**src/hw/rtl/bmal_pkg.sv**
```systemverilog
// Shared types and constants of the battery moving-average level block.
package bmal_pkg;

  localparam int SAMPLE_W = 16;
  localparam int WLEN_W   = 7;
  localparam int LEVEL_W  = 7;
  localparam int CFG_W    = 16;
  localparam int CFG_AW   = 2;
  localparam int CNT_W    = 4;
  localparam int NUM_W    = SAMPLE_W + LEVEL_W;

  localparam logic [CFG_AW-1:0] REG_WINDOW_LENGTH = 2'd0;
  localparam logic [CFG_AW-1:0] REG_EMPTY_MV      = 2'd1;
  localparam logic [CFG_AW-1:0] REG_FULL_MV       = 2'd2;

  localparam logic [WLEN_W-1:0]   WLEN_RESET  = 7'd16;
  localparam logic [SAMPLE_W-1:0] EMPTY_RESET = 16'd3000;
  localparam logic [SAMPLE_W-1:0] FULL_RESET  = 16'd4200;

  localparam logic [LEVEL_W-1:0] LEVEL_FULL  = 7'd100;
  localparam logic [LEVEL_W-1:0] LEVEL_EMPTY = 7'd0;

  localparam logic [CNT_W-1:0] MEAN_STEPS = 4'd15;
  localparam logic [CNT_W-1:0] LVL_STEPS  = 4'd6;

  typedef struct packed {
    logic accept;
    logic zero_res;
    logic update;
    logic mean_load;
    logic div_step;
    logic lvl_eval;
    logic lvl_take;
    logic out_load;
  } cmd_t;

  typedef struct packed {
    logic len_zero;
    logic lvl_interp;
    logic out_free;
  } stat_t;

endpackage

```
**src/hw/rtl/battery_moving_average_level.sv**
```systemverilog
// Top level of the battery moving-average level block.
//
// Each request carries one voltage sample in millivolts and yields one result: the
// truncated mean of the last window_length samples (at most WINDOW_DEPTH) and a charge
// level from 0 to 100 percent. The block works on one sample at a time: it accepts the
// sample, updates the window memory and running sum, divides for the mean in the shared
// restoring divider (one quotient bit per cycle), compares the mean against the empty
// and full voltages, interpolates the level with the same divider when the mean lies
// between them, and loads the output register once it is free. With window_length zero
// a request skips these steps and yields a result of zeros. The window memory needs no
// clearing pass: a fill count marks which entries hold samples since reset or the last
// window_length write, and older entries read as zero. A finished result waits in the
// output register while the next sample is already being processed.
module battery_moving_average_level #(
  parameter int WINDOW_DEPTH = 64
) (
  input  logic                          clk,
  input  logic                          rst_n,
  input  logic                          cfg_we,
  input  logic [bmal_pkg::CFG_AW-1:0]   cfg_addr,
  input  logic [bmal_pkg::CFG_W-1:0]    cfg_wdata,
  input  logic                          in_valid,
  output logic                          in_ready,
  input  logic [bmal_pkg::SAMPLE_W-1:0] in_sample_mv,
  output logic                          out_valid,
  input  logic                          out_ready,
  output logic [bmal_pkg::SAMPLE_W-1:0] out_avg_mv,
  output logic [bmal_pkg::LEVEL_W-1:0]  out_level_pct
);
  import bmal_pkg::*;

  cmd_t  cmd;
  stat_t stat;

  bmal_ctrl u_ctrl (
    .clk      (clk),
    .rst_n    (rst_n),
    .in_valid (in_valid),
    .in_ready (in_ready),
    .stat     (stat),
    .cmd      (cmd)
  );

  bmal_dp #(
    .WINDOW_DEPTH (WINDOW_DEPTH)
  ) u_dp (
    .clk           (clk),
    .rst_n         (rst_n),
    .cfg_we        (cfg_we),
    .cfg_addr      (cfg_addr),
    .cfg_wdata     (cfg_wdata),
    .in_sample_mv  (in_sample_mv),
    .out_valid     (out_valid),
    .out_ready     (out_ready),
    .out_avg_mv    (out_avg_mv),
    .out_level_pct (out_level_pct),
    .cmd           (cmd),
    .stat          (stat)
  );

`ifndef SYNTHESIS
  a_level_range: assert property (@(posedge clk) disable iff (!rst_n)
    out_valid |-> (out_level_pct <= LEVEL_FULL))
    else $error("Level above full scale.");

  a_accept_update: assert property (@(posedge clk) disable iff (!rst_n)
    (in_valid && in_ready && !stat.len_zero) |=> cmd.update)
    else $error("Accepted request was not followed by a window update.");

  a_load_valid: assert property (@(posedge clk) disable iff (!rst_n)
    cmd.out_load |=> out_valid)
    else $error("Loaded result is not presented.");

  a_no_accept_busy: assert property (@(posedge clk) disable iff (!rst_n)
    (cmd.div_step || cmd.update) |-> !in_ready)
    else $error("Input ready while a request is in progress.");
`endif

endmodule

```
**src/hw/rtl/bmal_ram.sv**
```systemverilog
// Generic single-write, single-read RAM with a registered read port.
module bmal_ram #(
  parameter int WIDTH = 16,
  parameter int DEPTH = 64
) (
  input  logic                                        clk,
  input  logic                                        wr_en,
  input  logic [((DEPTH > 1) ? $clog2(DEPTH) : 1)-1:0] wr_addr,
  input  logic [WIDTH-1:0]                            wr_data,
  input  logic                                        rd_en,
  input  logic [((DEPTH > 1) ? $clog2(DEPTH) : 1)-1:0] rd_addr,
  output logic [WIDTH-1:0]                            rd_data
);

  logic [WIDTH-1:0] mem [DEPTH];
  logic [WIDTH-1:0] rd_data_r;

  always_ff @(posedge clk) begin
    if (wr_en) begin
      mem[wr_addr] <= wr_data;
    end
    if (rd_en) begin
      rd_data_r <= mem[rd_addr];
    end
  end

  assign rd_data = rd_data_r;

endmodule

```
**src/hw/rtl/bmal_ctrl.sv**
```systemverilog
// Controller state machine that sequences the window update and both divisions.
module bmal_ctrl (
  input  logic            clk,
  input  logic            rst_n,
  input  logic            in_valid,
  output logic            in_ready,
  input  bmal_pkg::stat_t stat,
  output bmal_pkg::cmd_t  cmd
);
  import bmal_pkg::*;

  localparam logic [2:0] S_IDLE  = 3'd0;
  localparam logic [2:0] S_UPD   = 3'd1;
  localparam logic [2:0] S_MLOAD = 3'd2;
  localparam logic [2:0] S_MDIV  = 3'd3;
  localparam logic [2:0] S_LVL   = 3'd4;
  localparam logic [2:0] S_LDIV  = 3'd5;
  localparam logic [2:0] S_LTAKE = 3'd6;
  localparam logic [2:0] S_OUT   = 3'd7;

  logic [2:0]       state_r, state_nxt;
  logic [CNT_W-1:0] cnt_r, cnt_nxt;

  always_comb begin
    state_nxt = state_r;
    cnt_nxt   = cnt_r;
    cmd       = '0;
    in_ready  = 1'b0;
    case (state_r)
      S_IDLE: begin
        in_ready = 1'b1;
        if (in_valid) begin
          if (stat.len_zero) begin
            cmd.zero_res = 1'b1;
            state_nxt    = S_OUT;
          end else begin
            cmd.accept = 1'b1;
            state_nxt  = S_UPD;
          end
        end
      end
      S_UPD: begin
        cmd.update = 1'b1;
        state_nxt  = S_MLOAD;
      end
      S_MLOAD: begin
        cmd.mean_load = 1'b1;
        cnt_nxt       = MEAN_STEPS;
        state_nxt     = S_MDIV;
      end
      S_MDIV: begin
        cmd.div_step = 1'b1;
        cnt_nxt      = cnt_r - 1'b1;
        if (cnt_r == '0) begin
          state_nxt = S_LVL;
        end
      end
      S_LVL: begin
        cmd.lvl_eval = 1'b1;
        cnt_nxt      = LVL_STEPS;
        state_nxt    = stat.lvl_interp ? S_LDIV : S_OUT;
      end
      S_LDIV: begin
        cmd.div_step = 1'b1;
        cnt_nxt      = cnt_r - 1'b1;
        if (cnt_r == '0) begin
          state_nxt = S_LTAKE;
        end
      end
      S_LTAKE: begin
        cmd.lvl_take = 1'b1;
        state_nxt    = S_OUT;
      end
      S_OUT: begin
        if (stat.out_free) begin
          cmd.out_load = 1'b1;
          state_nxt    = S_IDLE;
        end
      end
      default: begin
        state_nxt = S_IDLE;
      end
    endcase
  end

  always_ff @(posedge clk) begin
    if (!rst_n) begin
      state_r <= S_IDLE;
      cnt_r   <= '0;
    end else begin
      state_r <= state_nxt;
      cnt_r   <= cnt_nxt;
    end
  end

endmodule

```
**src/hw/rtl/bmal_dp.sv**
```systemverilog
// Datapath with configuration registers, sample window, running sum, divider and output register.
module bmal_dp #(
  parameter int WINDOW_DEPTH = 64
) (
  input  logic                          clk,
  input  logic                          rst_n,
  input  logic                          cfg_we,
  input  logic [bmal_pkg::CFG_AW-1:0]   cfg_addr,
  input  logic [bmal_pkg::CFG_W-1:0]    cfg_wdata,
  input  logic [bmal_pkg::SAMPLE_W-1:0] in_sample_mv,
  output logic                          out_valid,
  input  logic                          out_ready,
  output logic [bmal_pkg::SAMPLE_W-1:0] out_avg_mv,
  output logic [bmal_pkg::LEVEL_W-1:0]  out_level_pct,
  input  bmal_pkg::cmd_t                cmd,
  output bmal_pkg::stat_t               stat
);
  import bmal_pkg::*;

  localparam int IDX_W = (WINDOW_DEPTH > 1) ? $clog2(WINDOW_DEPTH) : 1;
  localparam int LEN_W = $clog2(WINDOW_DEPTH + 1);
  localparam int SUM_W = SAMPLE_W + $clog2(WINDOW_DEPTH);

  logic [WLEN_W-1:0]   win_len_r;
  logic [SAMPLE_W-1:0] empty_r;
  logic [SAMPLE_W-1:0] full_r;
  logic [SUM_W-1:0]    sum_r;
  logic [IDX_W-1:0]    widx_r;
  logic [LEN_W-1:0]    fill_r;
  logic [IDX_W-1:0]    idx_r;
  logic [SAMPLE_W-1:0] sample_r;
  logic [SAMPLE_W-1:0] rem_r;
  logic [SAMPLE_W-1:0] dvd_r;
  logic [SAMPLE_W-1:0] quot_r;
  logic [SAMPLE_W-1:0] dsor_r;
  logic [SAMPLE_W-1:0] avg_res_r;
  logic [LEVEL_W-1:0]  lvl_res_r;
  logic [SAMPLE_W-1:0] out_avg_r;
  logic [LEVEL_W-1:0]  out_lvl_r;
  logic                out_valid_r;

  logic [LEN_W-1:0]    eff_len;
  logic [IDX_W-1:0]    idx_sel;
  logic [SAMPLE_W-1:0] rd_data;
  logic [SAMPLE_W-1:0] old_val;
  logic [31:0]         idx_inc;
  logic [IDX_W-1:0]    widx_nxt;
  logic [31:0]         sum_ext;
  logic [SAMPLE_W:0]   shifted;
  logic                q_bit;
  logic [SAMPLE_W-1:0] diff;
  logic [NUM_W-1:0]    num;
  logic                cfg_len_wr;

  assign eff_len = (32'(win_len_r) > 32'(WINDOW_DEPTH)) ? LEN_W'(WINDOW_DEPTH)
                                                         : LEN_W'(win_len_r);
  assign idx_sel = (32'(widx_r) >= 32'(eff_len)) ? '0 : widx_r;
  assign old_val = (32'(idx_r) < 32'(fill_r)) ? rd_data : '0;
  assign idx_inc = 32'(idx_r) + 32'd1;
  assign widx_nxt = (idx_inc >= 32'(eff_len)) ? '0 : IDX_W'(idx_inc);
  assign sum_ext = 32'(sum_r);
  assign shifted = {rem_r, dvd_r[SAMPLE_W-1]};
  assign q_bit   = (shifted >= {1'b0, dsor_r});
  assign diff    = quot_r - empty_r;
  assign num     = NUM_W'(diff) * NUM_W'(LEVEL_FULL);
  assign cfg_len_wr = cfg_we && (cfg_addr == REG_WINDOW_LENGTH);

  assign stat.len_zero   = (win_len_r == '0);
  assign stat.lvl_interp = (quot_r > empty_r) && (quot_r < full_r);
  assign stat.out_free   = !out_valid_r || out_ready;

  bmal_ram #(
    .WIDTH (SAMPLE_W),
    .DEPTH (WINDOW_DEPTH)
  ) u_window (
    .clk     (clk),
    .wr_en   (cmd.update),
    .wr_addr (idx_r),
    .wr_data (sample_r),
    .rd_en   (cmd.accept),
    .rd_addr (idx_sel),
    .rd_data (rd_data)
  );

  always_ff @(posedge clk) begin
    if (!rst_n) begin
      win_len_r <= WLEN_RESET;
      empty_r   <= EMPTY_RESET;
      full_r    <= FULL_RESET;
      sum_r     <= '0;
      widx_r    <= '0;
      fill_r    <= '0;
    end else begin
      if (cfg_we) begin
        case (cfg_addr)
          REG_WINDOW_LENGTH: win_len_r <= cfg_wdata[WLEN_W-1:0];
          REG_EMPTY_MV:      empty_r   <= cfg_wdata[SAMPLE_W-1:0];
          REG_FULL_MV:       full_r    <= cfg_wdata[SAMPLE_W-1:0];
          default: begin
          end
        endcase
      end
      if (cfg_len_wr) begin
        sum_r  <= '0;
        widx_r <= '0;
        fill_r <= '0;
      end else if (cmd.update) begin
        sum_r  <= sum_r - SUM_W'(old_val) + SUM_W'(sample_r);
        widx_r <= widx_nxt;
        if (32'(fill_r) < 32'(eff_len)) begin
          fill_r <= fill_r + 1'b1;
        end
      end
    end
  end

  always_ff @(posedge clk) begin
    if (cmd.accept) begin
      sample_r <= in_sample_mv;
      idx_r    <= idx_sel;
    end
    if (cmd.mean_load) begin
      rem_r  <= sum_ext[31:16];
      dvd_r  <= sum_ext[15:0];
      dsor_r <= SAMPLE_W'(eff_len);
      quot_r <= '0;
    end else if (cmd.lvl_eval && stat.lvl_interp) begin
      rem_r  <= num[NUM_W-1:LEVEL_W];
      dvd_r  <= {num[LEVEL_W-1:0], {(SAMPLE_W-LEVEL_W){1'b0}}};
      dsor_r <= full_r - empty_r;
      quot_r <= '0;
    end else if (cmd.div_step) begin
      rem_r  <= q_bit ? SAMPLE_W'(shifted - {1'b0, dsor_r}) : shifted[SAMPLE_W-1:0];
      dvd_r  <= {dvd_r[SAMPLE_W-2:0], 1'b0};
      quot_r <= {quot_r[SAMPLE_W-2:0], q_bit};
    end
    if (cmd.zero_res) begin
      avg_res_r <= '0;
      lvl_res_r <= LEVEL_EMPTY;
    end else if (cmd.lvl_eval) begin
      avg_res_r <= quot_r;
      lvl_res_r <= (quot_r <= empty_r) ? LEVEL_EMPTY : LEVEL_FULL;
    end else if (cmd.lvl_take) begin
      lvl_res_r <= quot_r[LEVEL_W-1:0];
    end
    if (cmd.out_load) begin
      out_avg_r <= avg_res_r;
      out_lvl_r <= lvl_res_r;
    end
  end

  always_ff @(posedge clk) begin
    if (!rst_n) begin
      out_valid_r <= 1'b0;
    end else if (cmd.out_load) begin
      out_valid_r <= 1'b1;
    end else if (out_ready) begin
      out_valid_r <= 1'b0;
    end
  end

  assign out_valid     = out_valid_r;
  assign out_avg_mv    = out_avg_r;
  assign out_level_pct = out_lvl_r;

endmodule

```
**config.mk**
```make
export PLATFORM = sky130hd
export DESIGN_NAME = battery_moving_average_level
export DESIGN_NICKNAME = d
export VERILOG_FILES = /design/src/hw/rtl/bmal_pkg.sv /design/src/hw/rtl/battery_moving_average_level.sv /design/src/hw/rtl/bmal_ram.sv /design/src/hw/rtl/bmal_ctrl.sv /design/src/hw/rtl/bmal_dp.sv
export SDC_FILE = /design/constraint.sdc
export NUM_CORES = 2
export LEC_CHECK = 0
export BUFFER_PORTS_ARGS = -buffer_cell sky130_fd_sc_hd__buf_2
export CORE_MARGIN = 2
export CORE_UTILIZATION = 45
export CTS_CLUSTER_DIAMETER = 150
export DETAILED_ROUTE_END_ITERATION = 6
export GPL_TIMING_DRIVEN = 0
export PLACE_DENSITY = 0.64
export SLEW_MARGIN = 20
export SYNTH_ARGS = -nofsm -noshare
export SYNTH_HDL_FRONTEND = slang
export SYNTH_SLANG_ARGS = --single-unit
```
**constraint.sdc**
```tcl
create_clock -name clk -period 6.05 [get_ports clk]
set_input_delay 0.9075 -clock clk [delete_from_list [all_inputs] [get_ports clk]]
set_output_delay 0.9075 -clock clk [all_outputs]
set_load 0.01 [all_outputs]
```
# [Word level (Yosys, flattened, before mapping)]
# Memory sizes are Yosys's and may differ from the RTL's. A register that Yosys moved wholly into a read port is not among the register bits.
# Cells that the tools add are included.
[word_totals] ramBits=1024 in_bits=39 regBits=214 out_inout_bits=25 n_memories=1 elab_cells=117
[memory_table] name="u_dp.u_window.mem" words=64 word_bits=16 read_ports=1 rd_ports_with_merged_regs=1 write_ports=1 line_no="bmal_ram.sv:15" text="logic [WIDTH-1:0] mem [DEPTH];"
[op_classes] reduce_logical=23 bitwise_logic=1 mux=40 magnitude_cmp=9 n_eq_ne=13 mul=1 n_addsub=8
[ops] op="$mux 16" n=7
[ops] op="$sub 16x16->16" n=3
[ops] op="$mux 7" n=6
[ops] op="$ge 32x7->1" n=1
[ops] op="$pmux 3 s8" n=1
[ops] op="$add 22x16->22" n=1
[ops] op="$sub 22x16->22" n=1
[ops] op="$mul 16x5->21 const B" n=1
[ops] op="$mux 6" n=3
[ops] op="$ge 17x16->1" n=1
[ops] op="$gt 16x16->1" n=1
[ops] op="$le 16x16->1" n=1
[ops] op="$lt 16x16->1" n=1
[ops] op="$mux 3" n=5
[ops] op="$mux 1" n=14
[ops] op="$eq 3x3->1 const B" n=4
[ops] op="$pmux 4 s3" n=1
[ops] op="$reduce_and 2->1" n=4
[ops] op="$reduce_bool 2->1" n=4
[ops] op="$add 6x1->7 const B" n=1
[ops] op="$add 7x1->7 const B" n=1
[ops] op="$ge 6x7->1" n=1
[ops] op="$gt 7x7->1 const B" n=1
[ops] op="$logic_not 7->1" n=1
[ops] op="20 further kinds" n=30

# [Logic depth before layout (Yosys ltp)]
[logic_depth] ltp_word=6 mapped_depth=26 ltp_nobuf=26

# [Modules after synthesis]
# From an unflattened synthesis, not the netlist that was laid out.
[unflattened] hier_cells=3454 hier_area_um2=54867.6
[by_module_without_submodules] module="bmal_ram" seq_area_each_um2=31230.0 cells_per_inst=1829 instances=1 area_each_um2=40202.3
[by_module_without_submodules] module="bmal_dp" seq_area_each_um2=4884.7 cells_per_inst=1566 instances=1 area_each_um2=14172.3
[by_module_without_submodules] module="bmal_ctrl" seq_area_each_um2=140.1 cells_per_inst=59 instances=1 area_each_um2=493.0

# [Least setup slack after synthesis]
# No wires, ideal clock.
[synth_timing] path_type="register -> register" from="register u_dp.empty_r[1]" to="register u_dp.rem_r[15]" period_less_slack_ps=4948 setup_slack_ps=1102 n_path_buf=0 arrival_ps=4825 path_stages_with_launch=26 setup_ps=123 t_required_ps=5927 path_cell_list="dfxtp_1 -> inv_1 -> ha_1 -> nor2b_1 -> o21ai_0 -> a21boi_0 -> o21ai_0 -> a21oi_1 -> a21o_1 -> a21oi_1 -> xnor2_1 -> ha_1 -> ha_1 -> inv_1 -> fa_1 -> inv_1 -> ha_1 -> a21o_1 -> a21oi_1 -> o21ai_1 -> o31ai_1 -> o21ai_1 -> a31oi_1 -> xnor2_1 -> a22oi_1 -> nand3_1"
[synth_via] elab_chain_cells=4 elab_cells_between_ends=7 cone_classes="add/sub: 1; mul: 1; order compare: 1; mux: 1; reduce/logical: 3"
[synth_rtl] element="start: declaration" line_no="bmal_dp.sv:25" text="logic [SAMPLE_W-1:0] empty_r;"
[synth_rtl] element="start signal: assignment" line_no="bmal_dp.sv:97" text="REG_EMPTY_MV: empty_r <= cfg_wdata[SAMPLE_W-1:0];"
[synth_rtl] element="branches (longest 4 deep; another with $mul 16x5->21)"
[synth_rtl] element="end signal: assignment" line_no="bmal_dp.sv:123" text="rem_r <= sum_ext[31:16];"
[synth_rtl] element="end signal: assignment" line_no="bmal_dp.sv:128" text="rem_r <= num[NUM_W-1:LEVEL_W];"
[synth_rtl] element="end signal: assignment" line_no="bmal_dp.sv:133" text="rem_r <= q_bit ? SAMPLE_W'(shifted - {1'b0, dsor_r}) : shifted[SAMPLE_W-1:0];"
[synth_rtl] element="end: declaration" line_no="bmal_dp.sv:32" text="logic [SAMPLE_W-1:0] rem_r;"
# Parallel ways; which one is timed is not known.
# A chain may end at the register's enable or synchronous reset.

# [Final worst setup path]
[layout_timing] from="register u_dp.widx_r[0]" to="register u_dp.u_window.rd_data_r[8] (netlist: u_dp.u_window.rd_data[8]) (read register of u_dp.u_window.mem) (data pin)"
[layout_via] elab_chain_cells=2
[layout_rtl] element="start: declaration" line_no="bmal_dp.sv:28" text="logic [IDX_W-1:0] widx_r;"
[layout_rtl] element="start signal: assignment" line_no="bmal_dp.sv:109" text="widx_r <= widx_nxt;"
[layout_rtl] element="$ge 6x7->1" line_no="bmal_dp.sv:57" text="assign idx_sel = (32'(widx_r) >= 32'(eff_len)) ? '0 : widx_r;"
[layout_rtl] element="$mux 6 *" line_no="bmal_dp.sv:57"
[layout_rtl] element="end: declaration" line_no="bmal_ram.sv:16" text="logic [WIDTH-1:0] rd_data_r;"
# Mark *: on every way between the ends. The rest lies on a longest branch, timed or not.

==> metrics.txt <==
WP data required=6.50 ns; unrepaired setup endpoints after global routing=false; vias in the first global route=35129; Syn Inst Count=4116; Largest regs=u_dp.u_window.mem (1024), u_dp.sum_r (22); period utilisation layout=97.4%; Die Ht=354 microns; DRT antenna net count=0; layout cells sized above 1=14.1%; # port buffers=62; Starting Density=45.3%; most common cell after layout, fill and taps aside=edfxtp_1; CTS Hold Bufs=0; Setup TNS=0 ns; Largest register FFs=1024; fmax=170 MHz; final worst slack=0.158 ns; Post-Syn Area=55000 sq um; power after layout=25.3 mW; Fin. Hold Viols=0; Final Non-Filler Cells=6138; Post-Syn Nets=4349; Biggest register=u_dp.u_window.mem; final instance area=63500 sq um; number of flops mapped to enable cells by yosys=1114; #FFs+latches synth=1254; Slew HR=21.0%; pin count of the biggest net entering global routing=26; hpwl dp=113 mm; syn avg cell area=13.4 sq um; DRC=0; Worst-Margin Slew=1.18 ns; DIE WIDTH=354 microns; Sink Count=1254; placed cells=5901; status=finished, final reports clean; VDD IR-drop max=0.303 mV; ys async rst share=0%; highest-count cells in the layout ignoring fill and taps=edfxtp_1 (1114), nand2_1 (418), a21oi_1 (300); Synth-to-Final Area Change=15.3%; number of cell rows=128; FF/Latch Area=36300 sq um; gr ovfl total=0; register area share after synthesis=65.9%; Root Driver=clkbuf_16; fillcell total=10082; Lkg Pwr=21.4 nW; H-tree levels=4; CTS clk-pin slew, worst paths=0.06 ns; dominant synthesized flop cell=edfxtp_1; crit end category=register; Setup WS pre-CTS=-0.755 ns; area occupied by multi-input gates=17300 sq um; worst setup path class=reg2reg; initial antenna violation count=3; clock tree buffer depth=3; GRT Total Usage=24.8%; YS warnings=0; final max-slew violation count=0; Synth cell types=89; critical path fanouts, max=10; GPL Wtd Cong=0.943; Vias=36071; global-route wire length before repair=230 mm; die area=125000 sq um; CP arrival=6.34 ns; Avg WL per Cell=25.4 microns; TritonCTS buffer count=135; NumNets Final=4647; DP Area=59200 sq um; worst skew pair latency=0.79 ns; Worst Hold Class=in2reg; Final setup viols=0; utilization after layout=52.2%; # IOs=64; TritonRoute pass-1 iters=6; hold_ws=0.311 ns; CP Launch Type=register; drt total wl=156 mm; Layout Skew=0.0463 ns; Max Cap Violations=0; core footprint=122000 sq um; CTS tree=yes; pwr dens=398 nW/um^2; vias per inst=5.88; Tmin final=5.89 ns; Detailed Route Iter0 Violations=3844
[cell type report]
class | count | area share [%]
Antenna cell | 4 | 0.0158
Buffer | 220 | 1.49
Clock buffer | 160 | 5.50
Clock inverter | 72 | 1.13
Inverter | 207 | 1.22
Multi-Input combinational cell | 2435 | 27.3
Sequential cell | 1254 | 57.1
Tap cell | 1625 | 3.20
Timing Repair Buffer | 161 | 2.98
[where the power goes]
group	switching [mW]	internal, mW	leakage, nW	total, mW
Clock	3.49	4.40	2.04	7.89
Combinational	4.35	2.52	8.22	6.86
Sequential	0.287	10.2	11.2	10.5
[timing repair]
action	in CTS	in global routing
buffers inserted	0	0
gates resized for setup	8	7
endpoints found under the setup margin	14	9
pin swaps	0	0
[logic make-up after synthesis]
logic type | after synthesis | synth area share, %
buf+inv | 427 | 3.11
mux | 277 | 5.86
simple gates | 875 | 7.00
xor+xnor | 86 | 1.37
compound gates | 1003 | 12.0
flops | 1254 | 65.9
fa+ha+maj | 194 | 4.82
[layer usage]
layer | GRT usage [%] | part of all wire [%] | wire (microns)
met5 | 0 | 0.0083 | 13
met4 | 12.9 | 5.6 | 8780
met3 | 4.82 | 7.7 | 12000
met2 | 39.9 | 47 | 73100
met1 | 31.9 | 40 | 62300
[synth_stat cells (26+ instances only)]
cell / number / area, sq um
a211oi_1: 37 / 278
a21o_1: 70 / 526
a21oi_1: 301 / 1510
a221oi_1: 47 / 412
a31oi_1: 27 / 169
buf_1: 26 / 97.6
buf_2: 56 / 280
clkbuf_1: 129 / 484
dfxtp_1: 140 / 2800
edfxtp_1: 1114 / 33500
fa_1: 30 / 601
ha_1: 164 / 2050
inv_1: 199 / 747
mux2_2: 70 / 788
mux2i_1: 178 / 1780
mux4_2: 29 / 653
nand2_1: 418 / 1570
nand2b_1: 32 / 200
nand3_1: 54 / 270
nor2_1: 200 / 751
nor2b_1: 35 / 219
nor3_1: 40 / 200
o21ai_0: 171 / 856
o221ai_1: 45 / 394
o22ai_1: 81 / 507
xnor2_1: 61 / 534
[worst max-delay path: stages (launching register included)]
cell and delay (ns):
dfxtp_1 0.35, inv_1 0.26, clkbuf_2 0.40, clkbuf_2 0.54, ha_1 0.33, nand2b_1 0.14
a21o_1 0.21, a21oi_4 0.28, o211ai_2 0.38, buf_2 0.40, inv_2 0.30, buf_2 0.35
o221ai_1 0.17, o21ai_0 0.43, a31oi_1 0.16, o32ai_1 0.49, o22ai_1 0.33
[worst paths after layout]
kind	from	to	slack [ns]	cells past startpoint
min	in_sample_mv[10]	u_dp.sample_r[10]	0.31	1
max	u_dp.widx_r[0]	u_dp.u_window.rd_data[8]	0.16	16
min reg2reg	u_dp.avg_res_r[15]	u_dp.out_avg_mv[15]	0.43	0
max reg2reg	u_dp.widx_r[0]	u_dp.u_window.rd_data[8]	0.16	16
Power figures use the tool's default switching activity.
